## src/rtl/assert_macros.svh

```systemverilog
// assertion macros shared by the brake coil sequencer rtl
// no dependencies; clock and reset are passed in by the user
`ifndef ASSERT_MACROS_SVH
`define ASSERT_MACROS_SVH

// same-cycle implication
`define ASSERT_IMPLIES(label, clk, rst, ante, cons) \
   label: assert property (@(posedge clk) disable iff (rst) (ante) |-> (cons)) \
      else $error("assertion failed");

// next-cycle implication
`define ASSERT_NEXT(label, clk, rst, ante, cons) \
   label: assert property (@(posedge clk) disable iff (rst) (ante) |=> (cons)) \
      else $error("assertion failed");

`endif

```

## src/rtl/bcps_pkg.sv

```systemverilog
// types and constants for the brake coil pwm sequencer
// used by bcps_ctrl, bcps_dpath and the top level
package bcps_pkg;

   localparam int PEAK_VOLTS = 24;
   localparam int HOLD_VOLTS = 8;

   localparam logic [15:0] START_COUNT = 16'd10;
   localparam logic [16:0] RAMP_STEP   = 17'd100;
   localparam logic [15:0] COUNT_MAX   = 16'hFFFF;
   localparam logic [6:0]  HOLD_CAP    = 7'd127;

   // sequence phase codes
   localparam logic [1:0] PH_START = 2'd0;
   localparam logic [1:0] PH_RAMP  = 2'd1;
   localparam logic [1:0] PH_PEAK  = 2'd2;
   localparam logic [1:0] PH_HOLD  = 2'd3;

   typedef struct packed {
      logic       load;
      logic       div_step;
      logic       commit;
      logic       use_hold;
      logic [1:0] phase;
   } cmd_type;

   typedef struct packed {
      logic releasing;
      logic ramp_over;
      logic hold_over;
      logic out_free;
   } status_type;

endpackage

```

## src/rtl/bcps_dpath.sv

```systemverilog
// datapath: transaction capture, restoring divider, duty and hold counters,
// result register; depends on bcps_pkg and assert_macros.svh
`include "assert_macros.svh"

module bcps_dpath import bcps_pkg::*; #(
   parameter int PWM_PERIOD = 6250,
   parameter int HOLD_TICKS = 100,
   parameter int NUM_W      = 18
) (
   input  logic        clock,
   input  logic        reset,
   input  cmd_type     cmd,
   output status_type  status,
   input  logic        req_releasing,
   input  logic [11:0] req_bus_volts,
   output logic        rsp_valid,
   input  logic        rsp_stall,
   output logic [15:0] rsp_compare_value
);

   localparam int NUM_PEAK = PEAK_VOLTS * PWM_PERIOD;
   localparam int NUM_HOLD = HOLD_VOLTS * PWM_PERIOD;

   logic             releasing_ff;
   logic [11:0]      volts_ff;
   logic [NUM_W-1:0] num_ff, num_in;
   logic [NUM_W-1:0] quo_ff, quo_in;
   logic [11:0]      rem_ff, rem_in;
   logic [15:0]      duty_ff, duty_in;
   logic [6:0]       hold_ff, hold_in;
   logic             rsp_valid_ff, rsp_valid_in;
   logic [15:0]      rsp_data_ff;

   logic [12:0] rem_shift;
   logic        ge;
   logic [31:0] quo_ext;
   logic [15:0] target;
   logic [16:0] ramp_sum;
   logic [7:0]  hold_next;
   logic        out_free;

   // one quotient bit per step
   always_comb begin
      rem_shift = {rem_ff, num_ff[NUM_W-1]};
      ge        = rem_shift >= {1'b0, volts_ff};
      rem_in    = rem_ff;
      quo_in    = quo_ff;
      num_in    = num_ff;
      if (cmd.load) begin
         rem_in = '0;
         num_in = cmd.use_hold ? NUM_W'(NUM_HOLD) : NUM_W'(NUM_PEAK);
      end else if (cmd.div_step) begin
         rem_in = ge ? 12'(rem_shift - {1'b0, volts_ff}) : rem_shift[11:0];
         quo_in = {quo_ff[NUM_W-2:0], ge};
         num_in = {num_ff[NUM_W-2:0], 1'b0};
      end
   end

   // a zero divisor gives an all-ones quotient, which saturates as well
   assign quo_ext   = 32'(quo_ff);
   assign target    = (quo_ext > 32'(COUNT_MAX)) ? COUNT_MAX : quo_ext[15:0];
   assign ramp_sum  = {1'b0, duty_ff} + RAMP_STEP;
   assign hold_next = {1'b0, hold_ff} + 8'd1;
   assign out_free  = !rsp_valid_ff || !rsp_stall;

   always_comb begin
      status.releasing = releasing_ff;
      status.ramp_over = ramp_sum > {1'b0, target};
      status.hold_over = hold_next > 8'(HOLD_TICKS);
      status.out_free  = out_free;
   end

   always_comb begin
      duty_in = duty_ff;
      hold_in = hold_ff;
      if (cmd.commit) begin
         if (releasing_ff) begin
            duty_in = '0;
         end else begin
            case (cmd.phase)
               PH_START: duty_in = START_COUNT;
               PH_RAMP: begin
                  if (status.ramp_over) begin
                     duty_in = target;
                     hold_in = '0;
                  end else begin
                     duty_in = ramp_sum[15:0];
                  end
               end
               PH_PEAK: begin
                  duty_in = target;
                  hold_in = hold_next[7] ? HOLD_CAP : hold_next[6:0];
               end
               default: duty_in = target;
            endcase
         end
      end
   end

   assign rsp_valid_in = cmd.commit || (rsp_valid_ff && rsp_stall);

   always_ff @(posedge clock) begin
      if (reset) begin
         duty_ff      <= '0;
         hold_ff      <= '0;
         rsp_valid_ff <= 1'b0;
      end else begin
         duty_ff      <= duty_in;
         hold_ff      <= hold_in;
         rsp_valid_ff <= rsp_valid_in;
      end
   end

   always_ff @(posedge clock) begin
      if (cmd.load) begin
         releasing_ff <= req_releasing;
         volts_ff     <= req_bus_volts;
      end
      if (cmd.commit) begin
         rsp_data_ff <= duty_in;
      end
      num_ff <= num_in;
      quo_ff <= quo_in;
      rem_ff <= rem_in;
   end

   assign rsp_valid         = rsp_valid_ff;
   assign rsp_compare_value = rsp_data_ff;

   `ASSERT_IMPLIES(a_commit_slot_free, clock, reset, cmd.commit, out_free)
   `ASSERT_NEXT(a_start_count, clock, reset,
      cmd.commit && !releasing_ff && cmd.phase == PH_START, duty_ff == START_COUNT)

endmodule

```

## src/rtl/bcps_ctrl.sv

```systemverilog
// controller: transaction sequencing, divider step count, sequence phase
// depends on bcps_pkg and assert_macros.svh
`include "assert_macros.svh"

module bcps_ctrl import bcps_pkg::*; #(
   parameter int NUM_W = 18
) (
   input  logic       clock,
   input  logic       reset,
   input  logic       req_valid,
   output logic       req_stall,
   output cmd_type    cmd,
   input  status_type status
);

   localparam int STEP_W = $clog2(NUM_W);

   localparam logic [1:0] ST_IDLE  = 2'd0;
   localparam logic [1:0] ST_DIV   = 2'd1;
   localparam logic [1:0] ST_WRITE = 2'd2;

   logic [1:0]        state_ff, state_in;
   logic [STEP_W-1:0] step_ff, step_in;
   logic [1:0]        phase_ff, phase_in;
   logic              last_step;

   assign last_step = step_ff == STEP_W'(NUM_W - 1);

   always_comb begin
      state_in     = state_ff;
      step_in      = step_ff;
      phase_in     = phase_ff;
      cmd.load     = 1'b0;
      cmd.div_step = 1'b0;
      cmd.commit   = 1'b0;
      cmd.use_hold = phase_ff == PH_HOLD;
      cmd.phase    = phase_ff;
      case (state_ff)
         ST_IDLE: begin
            if (req_valid) begin
               cmd.load = 1'b1;
               step_in  = '0;
               state_in = ST_DIV;
            end
         end
         ST_DIV: begin
            cmd.div_step = 1'b1;
            step_in      = step_ff + 1'b1;
            if (last_step) begin
               state_in = ST_WRITE;
            end
         end
         ST_WRITE: begin
            if (status.out_free) begin
               cmd.commit = 1'b1;
               state_in   = ST_IDLE;
               if (status.releasing) begin
                  phase_in = PH_START;
               end else begin
                  case (phase_ff)
                     PH_START: phase_in = PH_RAMP;
                     PH_RAMP:  phase_in = status.ramp_over ? PH_PEAK : PH_RAMP;
                     PH_PEAK:  phase_in = status.hold_over ? PH_HOLD : PH_PEAK;
                     default:  phase_in = PH_HOLD;
                  endcase
               end
            end
         end
         default: state_in = ST_IDLE;
      endcase
   end

   always_ff @(posedge clock) begin
      if (reset) begin
         state_ff <= ST_IDLE;
         step_ff  <= '0;
         phase_ff <= PH_START;
      end else begin
         state_ff <= state_in;
         step_ff  <= step_in;
         phase_ff <= phase_in;
      end
   end

   assign req_stall = state_ff != ST_IDLE;

   `ASSERT_NEXT(a_div_to_write, clock, reset,
      state_ff == ST_DIV && last_step, state_ff == ST_WRITE)
   `ASSERT_NEXT(a_release_restarts, clock, reset,
      cmd.commit && status.releasing, phase_ff == PH_START)

endmodule

```

## src/rtl/brake_coil_pwm_sequencer.sv

```systemverilog
// brake coil pwm sequencer, peak and hold, top level
// depends on bcps_pkg, bcps_ctrl and bcps_dpath
//
// One request transaction per control tick carries req_releasing and
// req_bus_volts; each gives exactly one response transaction with
// rsp_compare_value. A transaction moves when valid is high and stall is low.
// The peak (24 V) and hold (8 V) counts are 24*PWM_PERIOD/V and
// 8*PWM_PERIOD/V, worked out by a restoring divider that yields one
// quotient bit a cycle over NUM_W = clog2(24*PWM_PERIOD+1) bits, 18 at the
// default period. A request passes through capture, NUM_W divider steps
// and the update before its response is registered, and the block takes
// no new request until that update is done.
// req_stall is high while a transaction is in progress. A finished
// response waits in the output register while the next request is taken;
// if that register is still stalled when the next update is due, the
// update waits and req_stall stays high. Synchronous reset returns the
// sequence to its start phase with compare and hold counts at zero and
// drops rsp_valid.
module brake_coil_pwm_sequencer import bcps_pkg::*; #(
   parameter int PWM_PERIOD = 6250,
   parameter int HOLD_TICKS = 100
) (
   input  logic        clock,
   input  logic        reset,
   input  logic        req_valid,
   output logic        req_stall,
   input  logic        req_releasing,
   input  logic [11:0] req_bus_volts,
   output logic        rsp_valid,
   input  logic        rsp_stall,
   output logic [15:0] rsp_compare_value
);

   localparam int NUM_W = $clog2(PEAK_VOLTS * PWM_PERIOD + 1);

   cmd_type    cmd;
   status_type status;

   bcps_ctrl #(
      .NUM_W (NUM_W)
   ) u_ctrl (
      .clock     (clock),
      .reset     (reset),
      .req_valid (req_valid),
      .req_stall (req_stall),
      .cmd       (cmd),
      .status    (status)
   );

   bcps_dpath #(
      .PWM_PERIOD (PWM_PERIOD),
      .HOLD_TICKS (HOLD_TICKS),
      .NUM_W      (NUM_W)
   ) u_dpath (
      .clock             (clock),
      .reset             (reset),
      .cmd               (cmd),
      .status            (status),
      .req_releasing     (req_releasing),
      .req_bus_volts     (req_bus_volts),
      .rsp_valid         (rsp_valid),
      .rsp_stall         (rsp_stall),
      .rsp_compare_value (rsp_compare_value)
   );

endmodule

```

## config.mk

```make
export PLATFORM = sky130hd
export DESIGN_NAME = brake_coil_pwm_sequencer
export DESIGN_NICKNAME = d
export VERILOG_FILES = /design/src/rtl/bcps_pkg.sv /design/src/rtl/bcps_dpath.sv /design/src/rtl/bcps_ctrl.sv /design/src/rtl/brake_coil_pwm_sequencer.sv
export VERILOG_INCLUDE_DIRS = /design/src /design/src/rtl
export SDC_FILE = /design/constraint.sdc
export NUM_CORES = 1
export LEC_CHECK = 0
export ABC_AREA = 1
export BUFFER_PORTS_ARGS = -buffer_cell sky130_fd_sc_hd__buf_2
export CORE_ASPECT_RATIO = 1.4
export CORE_UTILIZATION = 65
export DETAILED_ROUTE_END_ITERATION = 10
export PLACE_DENSITY = 0.84
export SKIP_CTS_REPAIR_TIMING = 1
export SYNTH_ARGS = -nofsm -noshare
export SYNTH_HDL_FRONTEND = slang
export SYNTH_SLANG_ARGS = --single-unit
```

## constraint.sdc

```tcl
create_clock -name clock -period 5.1 [get_ports clock]
set_input_delay 1.53 -clock clock [delete_from_list [all_inputs] [get_ports clock]]
set_output_delay 1.53 -clock clock [all_outputs]
set_load 0.005 [all_outputs]
```

==> impl_results.md, run 1 <==
- Status: finished clean
- Sw frac: 0.311
- Synthesized cell area: 5900 um2
- Dpl cells: 813
- Combinational group share of total power: 0.220
- Initial drt markers: 354
- DRT antenna net count: 0
- Tmin final: 3.38 ns
- Synth area leader: edfxtp_1
- Mux contribution to synthesized area: 0
- Leak Pwr: 0.00286 uW
- CTS tree: done
- Syn_nets: 743
- Critical Path Source Type: flop
- Setup CP Type: reg -> reg
- Global router's overall resource usage: 0.296
- CTS H-tree lvls: 3
- Switch Pwr: 687 uW
- VDD IR max: 0.277 mV
- Layout area overhead: 8.78%
- Max_slew headroom: 0.173
- Final hold slack: 0.462 ns
- Synth Area in Simple Gates: 0.253
- Syn Inst Count: 687
- Required time of the critical path: 5.21 ns
- Arrival time worst endpoint: 3.49 ns
- Post-synth cell types: 45
- # diodes: 0
- CP Capture Type: flop
- Max cap viols: 0
- Die area: 9460 um2
- Max Fclk: 296 MHz
- Avg Inst Size Synth: 8.58 um2
- Starting Density: 0.677
- Slack of the critical path: 1.72 ns
- Die width: 82.5 um
- Post-synth EDFFs: 61
- Layout net count: 775
- PwrDens: 345 nW/um2
- Post-synth top cells: nand2_1 (172), inv_1 (78), edfxtp_1 (61), nor2_1 (52), a21oi_1 (48)
- Flop pwr share: 0.468
- Top-count cell post-synth: nand2_1
- Post-route core utilization: 0.737
- DRT Pass-1 Iters: 5
- Register area share after synthesis: 0.463
- Yosys top cell area share: 0.311
- Vias: 4745
- Async set-or-reset flop fraction in the synthesized netlist: 0
- Initial antenna violation count: 0
- Post-Synth Adder-Cell Area: 0.0840
- Largest family of logic cells by synthesized area: simple AND/OR/NAND/NOR gates
- Seq cells post-synth: 106
- Gpl congestion: 0.875
- Final-report setup violation count: 0
- Clock Power Share: 0.312
- Complex-gate fraction of the synthesized area: 0.0955
- RSZ-0062 raised after global routing: no
- CTS root buffer: clkbuf_16
- Clock sinks: 106
- Slew @ Worst Pin: 1.24 ns
- Vias in the first global route: 4851
- Type of the worst min-delay path: reg -> reg
- First-pass GRT wire length: 20900 um
- HPWL after DPL: 9110 um
- Critical path peak fanout: 17
- Num rows: 40
- Ranking of synthesized cells by area: edfxtp_1 (31%), dfxtp_1 (15%), nand2_1 (11%)
- Share of layout cells above drive strength 1: 0.134
- Synth Warn #: 0
- Tcrit/Tclk final: 0.662
- Num CTS Buffers: 9
- DR WL/cell: 15.4 um
- Pint: 1530 uW
- Core Region: 8710 um2
- Maximum clock insertion buffer count: 2
- PortBufs: 34
- Vias per cell: 5.72
- Post-Synth XOR/XNOR Area: 0.0327
- Fin. Hold Viols: 0
- Congestion Overflow GR: 0
- Final clock skew: 0.00726 ns
- Die span in y: 115 um
- WL final: 12700 um
- Max-slew violations: 0
- # IOs: 35
- Setup TNS: 0 ns
- Residual DRC count: 0
- Dpl ws: 1.57 ns
- Top FF cell, synth: edfxtp_1
- Clock Latency Late Sink: 0.36 ns
- Final Non-Filler Cells: 829
- Largest net degree at the start of global routing: 30
- Clock Pin Slew Worst Setup and Hold Paths: 0.08 ns
==> power groups by stage <==
stage,Clock [uW],Sequential (uW),Combinational (uW)
2_1_floorplan,0,1040,392
3_3_place_gp,0,1050,461
3_5_place_dp,0,1050,479
4_1_cts,699,1040,485
5_1_grt,726,1040,551
6_report,691,1040,487
==> per-stage QoR <==
step | total power (uW) | area [um2]
after global routing | 2320 | 6410
after global placement | 1510 | 6110
after detailed placement | 1530 | 6110
final | 2210 | 6410
after floorplan | 1430 | 5900
after CTS | 2220 | 6410
==> final timing paths <==
path	from	slack, ns	end	depth (start not counted)
worst max-delay path	u_dpath.duty_ff[4]	1.72	u_dpath.rsp_compare_value[7]	18
worst min-delay path	u_dpath.quo_ff[11]	0.46	u_dpath.quo_ff[12]	0
worst max register to register	u_dpath.duty_ff[4]	1.72	u_dpath.rsp_compare_value[7]	18
worst min register to register	u_dpath.quo_ff[11]	0.46	u_dpath.quo_ff[12]	0
==> layout make-up <==
cell class,instances,area (um2)
multi-input combinational,482,2750
sequential,106,2730
fill,677,2290
inverter,83,312
clock buffer,10,239
timing repair buffer,37,193
tap,105,131
clock inverter,6,61.3
==> sequential cells by signal (all words and copies together) (netlist names), 2 cells and up <==
signal	count
u_dpath.quo_ff	18
u_dpath.duty_ff	16
u_dpath.rsp_compare_value	16
u_dpath.num_ff	14
u_dpath.rem_ff	12
u_dpath.volts_ff	12
u_dpath.hold_ff	7
u_ctrl.step_ff	5
u_ctrl.phase_ff	2
u_ctrl.state_ff	2
==> placed cells by master, fill, tap and decap left out, drive strengths merged, types with 5 or more instances in the layout <==
cell    netlist  routed
or2           7       7
xor2         14      14
nand2       181     181
dfxtp        45      45
xnor2         8       8
clkinv        2       5
nand3        51      51
edfxtp       61      61
ha           38      38
a31oi         9       9
clkbuf        7      10
inv          81      83
nor3          5       5
o21ai        22      22
a21oi        59      59
buf           8      37
nand4        15      15
nor2         57      57
==> metal layers <==
metal	part of all wire	GRT usage	wire length, um
met5	0	0	0
met1	0.36	0.293	4590
met2	0.54	0.533	6870
met3	0.043	0.0502	543
met4	0.057	0.226	729
==> logic make-up after synthesis <==
kind of cell,after synthesis
XOR/XNOR,22
adder cells (fa/ha/maj),39
buffers and inverters,99
AO/OA/AOI/OAI,98
flip-flops,106
AND/OR/NAND/NOR,323
==> worst max-delay path, stage by stage (launching register included) <==
cell,delay (ns)
dfxtp_1,0.40
nand3_1,0.16
a21oi_1,0.29
nand3_1,0.17
nor2_1,0.16
nand2_1,0.06
nand2_1,0.06
nand2_1,0.17
ha_1,0.36
and3_1,0.20
nand2_1,0.07
nor2_1,0.12
nand2_2,0.06
nand2_2,0.21
nand2_4,0.22
nand3_2,0.10
nand3_1,0.07
nand2_1,0.15
nand2_1,0.08
Note: power is estimated with default switching activity, not from simulation.
==> inputs of run 2 (changes only) <==
--- a/config.mk
+++ b/config.mk
@@ -9,9 +9,9 @@
 export ABC_AREA = 1
 export BUFFER_PORTS_ARGS = -buffer_cell sky130_fd_sc_hd__buf_2
 export CORE_ASPECT_RATIO = 1.4
-export CORE_UTILIZATION = 65
+export CORE_UTILIZATION = 61
 export DETAILED_ROUTE_END_ITERATION = 10
-export PLACE_DENSITY = 0.84
+export PLACE_DENSITY = 0.8
 export SKIP_CTS_REPAIR_TIMING = 1
 export SYNTH_ARGS = -nofsm -noshare
 export SYNTH_HDL_FRONTEND = slang
==> constraint.sdc (replaced) <==
create_clock -name clock -period 3.25 [get_ports clock]
set_input_delay 0.975 -clock clock [delete_from_list [all_inputs] [get_ports clock]]
set_output_delay 0.975 -clock clock [all_outputs]
set_load 0.005 [all_outputs]
==> impl_results.md, run 2 (synthesized netlist as in run 1, its figures left out) <==
- Final clock skew: 0.00756 ns (was 0.00726 ns)
- Tcrit/Tclk final: 0.931 (was 0.662)
- PortBufs: 34 (unchanged)
- Die span in y: 118 um (was 115 um)
- Share of layout cells above drive strength 1: 0.139 (was 0.134)
- RSZ-0062 raised after global routing: no (unchanged)
- Gpl congestion: 0.903 (was 0.875)
- CTS tree: done (unchanged)
- DRT Pass-1 Iters: 4 (was 5)
- Residual DRC count: 0 (unchanged)
- Final-report setup violation count: 0 (unchanged)
- DRT antenna net count: 0 (unchanged)
- Die width: 85.1 um (was 82.5 um)
- CTS H-tree lvls: 3 (unchanged)
- Max Fclk: 330 MHz (was 296 MHz)
- Die area: 10100 um2 (was 9460 um2)
- Layout net count: 780 (was 775)
- Status: finished clean (unchanged)
- Post-route core utilization: 0.685 (was 0.737)
- Critical path peak fanout: 11 (was 17)
- Fin. Hold Viols: 0 (unchanged)
- Initial drt markers: 310 (was 354)
- HPWL after DPL: 9090 um (was 9110 um)
- Starting Density: 0.627 (was 0.677)
- Core Region: 9410 um2 (was 8710 um2)
- Vias per cell: 5.66 (was 5.72)
- Largest register FFs: 18 (unchanged)
- Slew @ Worst Pin: 0.570 ns (was 1.24 ns)
- Initial antenna violation count: 0 (unchanged)
- # diodes: 0 (unchanged)
- Tmin final: 3.03 ns (was 3.38 ns)
- Max cap viols: 0 (unchanged)
- Clock Latency Late Sink: 0.35 ns (was 0.36 ns)
- Arrival time worst endpoint: 3.13 ns (was 3.49 ns)
- Leak Pwr: 0.00286 uW (about the same)
- Clock Pin Slew Worst Setup and Hold Paths: 0.07 ns (was 0.08 ns)
- Vias: 4745 (unchanged)
- CP Capture Type: flop (unchanged)
- PwrDens: 525 nW/um2 (was 345 nW/um2)
- Num rows: 42 (was 40)
- First-pass GRT wire length: 21100 um (was 20900 um)
- Layout area overhead: 9.27% (was 8.78%)
- WL final: 12700 um (about the same)
- Setup CP Type: reg -> reg (unchanged)
- Top reg by flops: u_dpath.quo_ff (unchanged)
- Vias in the first global route: 4779 (was 4851)
- DR WL/cell: 15.1 um (was 15.4 um)
- Type of the worst min-delay path: reg -> reg (unchanged)
- Critical Path Source Type: flop (unchanged)
- Num CTS Buffers: 9 (unchanged)
- Max-slew violations: 0 (unchanged)
- VDD IR max: 0.426 mV (was 0.277 mV)
- Max_slew headroom: 0.620 (was 0.173)
- Setup TNS: 0 ns (unchanged)
- Congestion Overflow GR: 0 (unchanged)
- Required time of the critical path: 3.36 ns (was 5.21 ns)
- Maximum clock insertion buffer count: 2 (unchanged)
- # IOs: 35 (unchanged)
- Global router's overall resource usage: 0.268 (was 0.296)
- CTS root buffer: clkbuf_16 (unchanged)
- Most frequent cells in the layout: nand2_1 (172), inv_1 (78), edfxtp_1 (61) (unchanged)
- Largest net degree at the start of global routing: 29 (was 30)
- Clock sinks: 106 (unchanged)
- Commonest non-fill, non-tap cell in the layout: nand2_1 (unchanged)
## run 2: changes by cell type in the layout (fill, tap and decap cells not counted), sizes merged
cell      before  now
clkinv         5    4
buf           37   42
inv           83   81
clkbuf        10   12
clkinvlp       1    2
## run 2: per-layer routing
| metal | share of wire | vias up | routed length [um] | GRT usage |
|---|---|---|---|---|
| met4 | 0.049 | 0 | 624 | 0.184 |
| met1 | 0.38 | 2226 | 4860 | 0.278 |
| met2 | 0.53 | 116 | 6710 | 0.481 |
| li1 | - | 2363 | - | - |
| met3 | 0.038 | 40 | 480 | 0.0482 |
| met5 | 0 | - | 0 | 0 |
## run 2: where the power goes
part / internal [uW] / switching (uW)
Clock: 521 / 480
Combinational: 290 / 472
Sequential: 1550 / 73.0
## run 2: final timing paths
| path | start | to | slack, ns | cells after the start |
|---|---|---|---|---|
| worst min-delay path | u_dpath.quo_ff[0] | u_dpath.quo_ff[1] | 0.44 | 0 |
| worst max-delay path | u_dpath.duty_ff[2] | u_dpath.rsp_compare_value[8] | 0.22 | 17 |
| worst min register to register | u_dpath.quo_ff[0] | u_dpath.quo_ff[1] | 0.44 | 0 |
| worst max register to register | u_dpath.duty_ff[2] | u_dpath.rsp_compare_value[8] | 0.22 | 17 |
## run 2: per-stage QoR
stage | power [uW] | hold slack [ns] | area (um2) | instances | worst slack [ns]
after global routing | 3570 | 0.454 | 6440 | 839 | 0.00516
after floorplan | 2250 | 0.418 | 5900 | 687 | 0.232
after detailed placement | 2400 | 0.431 | 6160 | 823 | 0.173
final | 3380 | 0.440 | 6440 | 839 | 0.223
after CTS | 3390 | 0.441 | 6420 | 839 | 0.125
after global placement | 2380 | 0.433 | 6160 | 823 | 0.231
## run 2: worst max-delay path, cell delays in order (launching register included)
cell and delay (ns):
dfxtp_1 0.39, ha_1 0.20, nand2_1 0.09, nand2_2 0.12
nand2_1 0.09, xor2_1 0.20, inv_1 0.09, ha_1 0.31
nand2_1 0.09, nor2_2 0.19, and3_1 0.24, nand3b_4 0.21
nand3_4 0.17, nand2_4 0.10, nand2_1 0.09, nand2_1 0.06
nand2_1 0.08, nand2_1 0.06
## run 2: area by class of cell
type / count / area (um2)
tap: 110 / 138
clock buffer: 12 / 236
timing repair buffer: 42 / 230
fill: 750 / 2960
multi-input combinational: 482 / 2770
clock inverter: 4 / 28.8
inverter: 83 / 312
sequential: 106 / 2730
